`src/rtl/gpsg_pkg.sv`:
```
// Package for the geometric prime size generator.
// Holds the shared widths, constants, sequencer states and the remainder unit status type.
// No dependencies.
`timescale 1ns / 1ps

package gpsg_pkg;

    // Field and table geometry
    localparam int VALUE_W     = 28;
    localparam int THR_W       = VALUE_W + 1;           // next threshold may pass 2^VALUE_W
    localparam int STORE_DEPTH = 2048;
    localparam int STORE_AW    = $clog2(STORE_DEPTH);
    localparam int CNT_W       = $clog2(STORE_DEPTH + 1);
    localparam int PRIME_W     = 16;
    localparam int SQ_OP_W     = PRIME_W + 1;           // room for last prime + 1
    localparam int SQ_W        = 2 * SQ_OP_W;
    localparam int BIT_CNT_W   = $clog2(VALUE_W);

    // Sequence constants
    localparam logic [THR_W-1:0]   FIRST_THRESHOLD = THR_W'(32);
    localparam logic [VALUE_W-1:0] FIRST_PRIME     = VALUE_W'(2);
    localparam logic [VALUE_W-1:0] LIMIT_RESET     = VALUE_W'(100000000);

    // Sequencer states
    typedef enum logic [3:0] {
        S_IDLE,
        S_START,
        S_LOOP,
        S_RD,
        S_SQ,
        S_CMP,
        S_DIV,
        S_TAIL,
        S_TCMP,
        S_FOUND,
        S_EMIT
    } t_state;

    // Remainder unit status back to the sequencer
    typedef struct packed {
        logic done;
        logic rem_zero;
    } t_rem_status;

endpackage

```
`src/rtl/gpsg_rem_unit.sv`:
```
// Iterative remainder unit: dividend mod divisor, one quotient bit per cycle.
// Depends on gpsg_pkg for widths and the status struct.
`timescale 1ns / 1ps

module gpsg_rem_unit import gpsg_pkg::*; (
    input  logic                 i_clk,
    input  logic                 i_rst_n,
    input  logic                 i_start,
    input  logic [VALUE_W-1:0]   i_dividend,
    input  logic [PRIME_W-1:0]   i_divisor,
    output t_rem_status          o_status
);

    logic                 r_busy;
    logic                 r_done;
    logic [BIT_CNT_W-1:0] r_bit;
    logic [PRIME_W-1:0]   r_rem;
    logic [VALUE_W-1:0]   r_dvd;
    logic [PRIME_W-1:0]   r_dsr;

    logic [PRIME_W:0]     trial;
    logic [PRIME_W-1:0]   n_rem;

    // Restoring step: shift in the next dividend bit, subtract if it fits
    always_comb begin
        trial = {r_rem, r_dvd[VALUE_W-1]};
        if (trial >= {1'b0, r_dsr}) begin
            n_rem = PRIME_W'(trial - {1'b0, r_dsr});
        end else begin
            n_rem = trial[PRIME_W-1:0];
        end
    end

    // Control
    always_ff @(posedge i_clk) begin
        if (!i_rst_n) begin
            r_busy <= 1'b0;
            r_done <= 1'b0;
        end else begin
            r_done <= 1'b0;
            if (i_start) begin
                r_busy <= 1'b1;
            end else if (r_busy && r_bit == '0) begin
                r_busy <= 1'b0;
                r_done <= 1'b1;
            end
        end
    end

    // Datapath
    always_ff @(posedge i_clk) begin
        if (i_start) begin
            r_bit <= BIT_CNT_W'(VALUE_W - 1);
            r_rem <= '0;
            r_dvd <= i_dividend;
            r_dsr <= i_divisor;
        end else if (r_busy) begin
            r_bit <= r_bit - 1'b1;
            r_rem <= n_rem;
            r_dvd <= {r_dvd[VALUE_W-2:0], 1'b0};
        end
    end

    assign o_status.done     = r_done;
    assign o_status.rem_zero = (r_rem == '0);

endmodule

```
`config.mk`:
```
export PLATFORM = sky130hd
export DESIGN_NAME = gpsg_rem_unit
export DESIGN_NICKNAME = d
export VERILOG_FILES = /design/src/rtl/gpsg_pkg.sv /design/src/rtl/gpsg_rem_unit.sv
export SDC_FILE = /design/constraint.sdc
export NUM_CORES = 1
export LEC_CHECK = 0
export BUFFER_PORTS_ARGS = -buffer_cell sky130_fd_sc_hd__buf_4
export CORE_UTILIZATION = 33
export CTS_CLUSTER_SIZE = 10
export DETAILED_ROUTE_END_ITERATION = 12
export GPL_TIMING_DRIVEN = 0
export PLACE_DENSITY = 0.59
export SLEW_MARGIN = 10
export SYNTH_ARGS = -nofsm -noshare
export SYNTH_HDL_FRONTEND = slang
export SYNTH_SLANG_ARGS = --single-unit
```
`constraint.sdc`:
```
create_clock -name i_clk -period 4.8 [get_ports i_clk]
set_input_delay 0.72 -clock i_clk [delete_from_list [all_inputs] [get_ports i_clk]]
set_output_delay 0.72 -clock i_clk [all_outputs]
set_load 0.01 [all_outputs]
```
==> results of run 1 <==
[kinds of logic after synthesis]
kind of cell | count (synthesis) | synth area share (%)
mux | 37 | 11.5
buf+inv | 36 | 4.19
simple gates | 77 | 11.2
fa+ha+maj | 18 | 6.60
xor+xnor | 16 | 3.97
compound gates | 62 | 12.0
flops | 67 | 50.5
[Yosys cell counts, types with 3 or more instances]
master	count	area [um2]
nand4_1	3	18.8
nand2b_1	6	37.5
a21oi_1	14	70.1
xor2_1	7	61.3
nor2_1	20	75.1
or3_1	4	25.0
nor3b_1	3	22.5
mux2i_1	9	90.1
and3_1	3	18.8
dfxtp_1	23	460
inv_1	22	82.6
mux2_2	27	304
o21a_1	4	30.0
a211oi_1	8	60.1
xnor2_1	9	78.8
ha_1	17	213
nand2_1	19	71.3
nand3_1	3	15.0
clkbuf_1	11	41.3
o21ai_0	11	55.1
nor4_1	5	31.3
edfxtp_1	44	1320
a21o_1	6	45.0
[cell type report]
class	count	area [um2]
fillers	1017	6040
flip-flops and latches	67	1780
multi-input cells	210	1600
repair buffers	48	360
well taps	136	170
clock buffers	11	141
clock inverters	5	85.1
inverters	22	82.6
plain buffers	14	65.1
[critical path, cell delays in order (launching register included)]
cell,delay (ns)
edfxtp_1,0.37
inv_1,0.12
ha_1,0.18
inv_1,0.05
fa_1,0.39
a21o_1,0.22
a221oi_1,0.44
o22ai_1,0.24
a21o_1,0.24
a21oi_1,0.17
xnor2_1,0.10
a31o_2,0.26
[how the worst max path moves through the flow]
stage                    from   endpoint  slack [ns]  cells after the start
floorplan           r_dvd[27]  r_rem[12]        2.35                     11
global placement      i_start  r_dvd[18]        1.76                      4
detailed placement    i_start  r_dvd[18]        1.77                      4
CTS                 r_dvd[27]  r_rem[12]        1.92                     11
global route        r_dvd[27]  r_rem[12]        1.74                     11
finish              r_dvd[27]  r_rem[12]        1.91                     11
[power breakdown]
group          switching (mW)  total, mW  internal [mW]
clock                   0.228      0.537          0.310
combinational           0.114      0.225          0.111
sequential             0.0198      0.686          0.666
[stage by stage]
stage,worst slack [ns],power [mW],cell area [um2],hold slack [ns],cells
after floorplan,2.35,0.848,3530,0.462,313
after global placement,1.76,0.921,4060,0.479,497
after detailed placement,1.77,0.924,4060,0.476,497
after CTS,1.92,1.47,4280,0.500,513
after global routing,1.74,1.52,4280,0.508,513
final,1.91,1.45,4280,0.494,513
[routing by layer]
| metal | track usage, % | part of all wire [%] | vias up |
|---|---|---|---|
| met5 | 0 | 0 | - |
| met4 | 4.23 | 1.2 | 0 |
| li1 | - | - | 1257 |
| met2 | 21.7 | 46 | 56 |
| met3 | 6.31 | 6.1 | 7 |
| met1 | 17.7 | 47 | 1189 |
[flip-flops by register name (all words and copies together) (netlist names)]
signal  flops
r_bit       5
r_busy      1
r_done      1
r_dsr      16
r_dvd      28
r_rem      16
==> run metrics, run 1 <==
status completed; Synth cell types 51; Total Wirelength 7.21 mm; Max H-tree Level 3; max-capacitance violation count 0; DP HPWL 5.19 mm; via/cell ratio 4.89; final RePlAce weighted congestion 0.790; Worst R2R Setup Slack 1.91 ns; ANT nets after route 0; die area 0.0111 mm2; Top FF cell, synth edfxtp_1; clk buf depth 2; Die X 105 um; Hold WC Path Type reg2reg; Num Clock Sinks 67; via count 2,509; Final Max Tran Viols 0; period utilization 60.1%; unrepaired setup endpoints after global routing false; total CTS buffers 9; Pleak 1.74 nW; share of cells above drive strength 1 25.7%; Die Ht 105 um; EDFF count, synth 44; crit path kind reg2reg; reg2reg path depth 11; Area Overhead vs Synth 21.5%; hold_sp r_bit[3]; synthesized area 0.00353 mm2; ys async rst share 0%; Post-route DRC 0; Fin. Hold Viols 0; Max-slew headroom 29.4%; Worst-Margin Slew 1.06 ns; # setup viols final 0; part of the Yosys area used for sequential elements 50.5%; root buf cell clkbuf_8; routed length per instance 14.0 um; setup TNS 0 ns; Setup Fix Bufs, Post-CTS 0; clock skew 0.00957 ns; Hold Path Depth 2; reg-to-reg critical path endpoint r_rem[12]; CP arrival 3.14 ns; fmax 346 MHz; min cycle time layout 2.89 ns; Core ar. 0.0103 mm2; CP endpoint kind register; vias in the first global route 2,508; syn_nets 378; CTS Hold Buffers Added 0; first drt pass iteration count 4; initial antenna violation count 0; Worst Hold Path EP r_bit[3]; RR Startpoint r_dvd[27]; Initial Util 34.2%; Iter 0 DRT Violations 93; required time of the critical path 5.05 ns; Total GRT Usage 14.1%; IO Port Bufs 48; # IOs 49; ant diodes 0; first-pass GRT wire length 12.1 mm; crit path launch type register; Yosys Warn Count 0; post-synthesis register bit count 67; total global routing overflow 0; largest net degree at the start of global routing 29; commonest non-fill, non-tap cell in the layout buf_4; cell count after synthesis 313; Syn Area/Cell 11.3 um2; Peak VDD IR 0.194 mV; crit-path max FO 3; Power Dens Cells 338 mW/mm2; CTS tree done; Reg clk slew, reported paths 0.08 ns; Resized cells post-CTS 0; most frequent cells in the layout buf_4, edfxtp_1, mux2_2; layout net count 437; fin util 41.5%; Skew-Pair Late Insertion Delay 0.35 ns; site row count 37
Power figures use the tool's default switching activity.
==> run 2: changes to the inputs <==
- clock period: 4.8 -> 2.95 ns (I/O delays scaled with it)
==> run metrics, run 2 (same netlist as run 1, synthesis figures left out) <==
Switching Fraction 24.9% (about the same); CP endpoint kind register; initial antenna violation count 0 (unchanged); layout net count 437 (unchanged); Skew-Pair Late Insertion Delay 0.35 ns (about the same); vias in the first global route 2,508 (unchanged); required time of the critical path 3.20 ns (-1.85 ns); ant diodes 0 (unchanged); Total Wirelength 7.21 mm (about the same); Die Ht 105 um (unchanged); net switching power 0.588 mW (+63%); unrepaired setup endpoints after global routing false; root buf cell clkbuf_8; CTS Hold Buffers Added 0 (unchanged); CP max stage cell fa_1; # IOs 49 (unchanged); IO Port Bufs 48 (unchanged); slowest cell delay on critical path 0.39 ns (-0.05 ns); Setup Fix Bufs, Post-CTS 0 (unchanged); site row count 37 (unchanged); largest registers r_dvd (28), r_dsr (16), r_rem (16); # setup viols final 0 (unchanged); final RePlAce weighted congestion 0.790 (unchanged); Initial Util 34.2% (unchanged); CTS tree done; Fin. Hold Viols 0 (unchanged); Max H-tree Level 3 (unchanged); reg2reg path depth 11 (unchanged); Num Clock Sinks 67 (unchanged); share of cells above drive strength 1 26.0% (+0.27 points); Hold WC Path Type in2reg; clk buf depth 2 (unchanged); status completed; Die X 105 um (unchanged); clock skew 0.00992 ns (+0.000344 ns); DP HPWL 5.19 mm (unchanged); Peak VDD IR 0.316 mV (+63%); Seq pwr share 47.4% (about the same); Cell Chain, Critical Path inv_1 -> ha_1 -> inv_1 -> fa_1 -> a21o_1 -> a221oi_2 -> o22ai_1 -> a21o_1 -> a21oi_1 -> xnor2_1 -> a31o_2; Largest register FFs 28 (unchanged); Iter 0 DRT Violations 71 (-24%); max-capacitance violation count 0 (unchanged); first-pass GRT wire length 12.1 mm (unchanged); total global routing overflow 0 (unchanged); Area Overhead vs Synth 21.6%; via count 2,516 (+0.28%); setup TNS 0 ns (unchanged); Post-route DRC 0 (unchanged); min cycle time layout 2.71 ns (-0.173 ns); placed cell areas 0.00406 mm2 (unchanged); first drt pass iteration count 4 (unchanged); via/cell ratio 4.90 (+0.28%); Core ar. 0.0103 mm2 (unchanged); CP arrival 2.96 ns (-0.18 ns); Comb power frac 15.6% (about the same); Hold Path Depth 1 (-1); Pint 1.77 mW (+63%); die area 0.0111 mm2 (unchanged); Worst-Margin Slew 1.06 ns (-0.0000521 ns); Max-slew headroom 29.4% (about the same); Total GRT Usage 14.1% (unchanged); fin util 41.5% (+0.061 points); most frequent cells in the layout buf_4, edfxtp_1, mux2_2; Clock Power Share 37.0% (about the same); crit path kind reg2reg; commonest non-fill, non-tap cell in the layout buf_4; Pleak 1.74 nW (+0.13%); routed length per instance 14.1 um (about the same); Layout fillers 1,019 (+0.20%); Resized cells post-CTS 0 (unchanged); design area 0.00429 mm2 (+0.15%); ANT nets after route 0 (unchanged); Power Dens Cells 550 mW/mm2 (+63%); Reg with most FFs r_dvd; fmax 369 MHz (+6.4%); Reg clk slew, reported paths 0.08 ns (about the same); crit-path max FO 3 (unchanged); largest net degree at the start of global routing 29 (unchanged); total CTS buffers 9 (unchanged); Final Max Tran Viols 0 (unchanged); period utilization 92.0% (+32 points); crit path launch type register
[run 2: metal layers]
layer / track usage, % / up-vias / share of wire (%) / wire length, um
li1: - / 1258 / - / -
met1: 17.7 / 1201 / 47 / 3370
met2: 21.7 / 51 / 47 / 3360
met3: 6.31 / 6 / 5.8 / 417
met4: 4.23 / 0 / 0.87 / 63
met5: 0 / - / 0 / 0
[run 2: through the flow]
step | hold WS, ns | total power [mW] | setup WS, ns | cells
after CTS | 0.237 | 2.39 | 0.0678 | 513
final | 0.258 | 2.36 | 0.237 | 513
after floorplan | 0.462 | 1.38 | 0.497 | 313
after global routing | 0.231 | 2.48 | 0.0588 | 513
after detailed placement | 0.476 | 1.50 | 0.0998 | 497
after global placement | 0.479 | 1.50 | 0.0970 | 497
[run 2: cell type report]
class	instances	area, um2	share of cell area [%]
Buffer	14	65.1	1.52
Clock buffer	11	141	3.30
Clock inverter	5	85.1	1.98
Inverter	22	82.6	1.93
Multi-Input combinational cell	210	1600	37.4
Sequential cell	67	1780	41.5
Tap cell	136	170	3.97
Timing Repair Buffer	48	360	8.40
[run 2: path summary, 6_finish.rpt]
| check | from | end | slack [ns] |
|---|---|---|---|
| setup / recovery | r_dvd[27] | r_rem[12] | 0.24 |
| hold reg to reg | r_bit[3] | r_bit[3] | 0.49 |
| setup reg to reg | r_dvd[27] | r_rem[12] | 0.24 |
| hold / removal | i_divisor[13] | r_dsr[13] | 0.26 |
[run 2: power by group through the flow]
stage,sequential (mW),clock (mW),combinational [mW]
6_report,1.12,0.873,0.367
5_1_grt,1.13,0.943,0.411
4_1_cts,1.12,0.908,0.368
3_5_place_dp,1.14,0,0.366
3_3_place_gp,1.14,0,0.363
2_1_floorplan,1.13,0,0.255
[run 2: critical path: cells and delay by family (launching register included)]
kind                     cells  cell delay [ns]
adder cells (fa/ha/maj)      2             0.57
AO/OA/AOI/OAI                6             1.40
XOR/XNOR                     1             0.09
flip-flops                   1             0.37
buffers and inverters        2             0.17
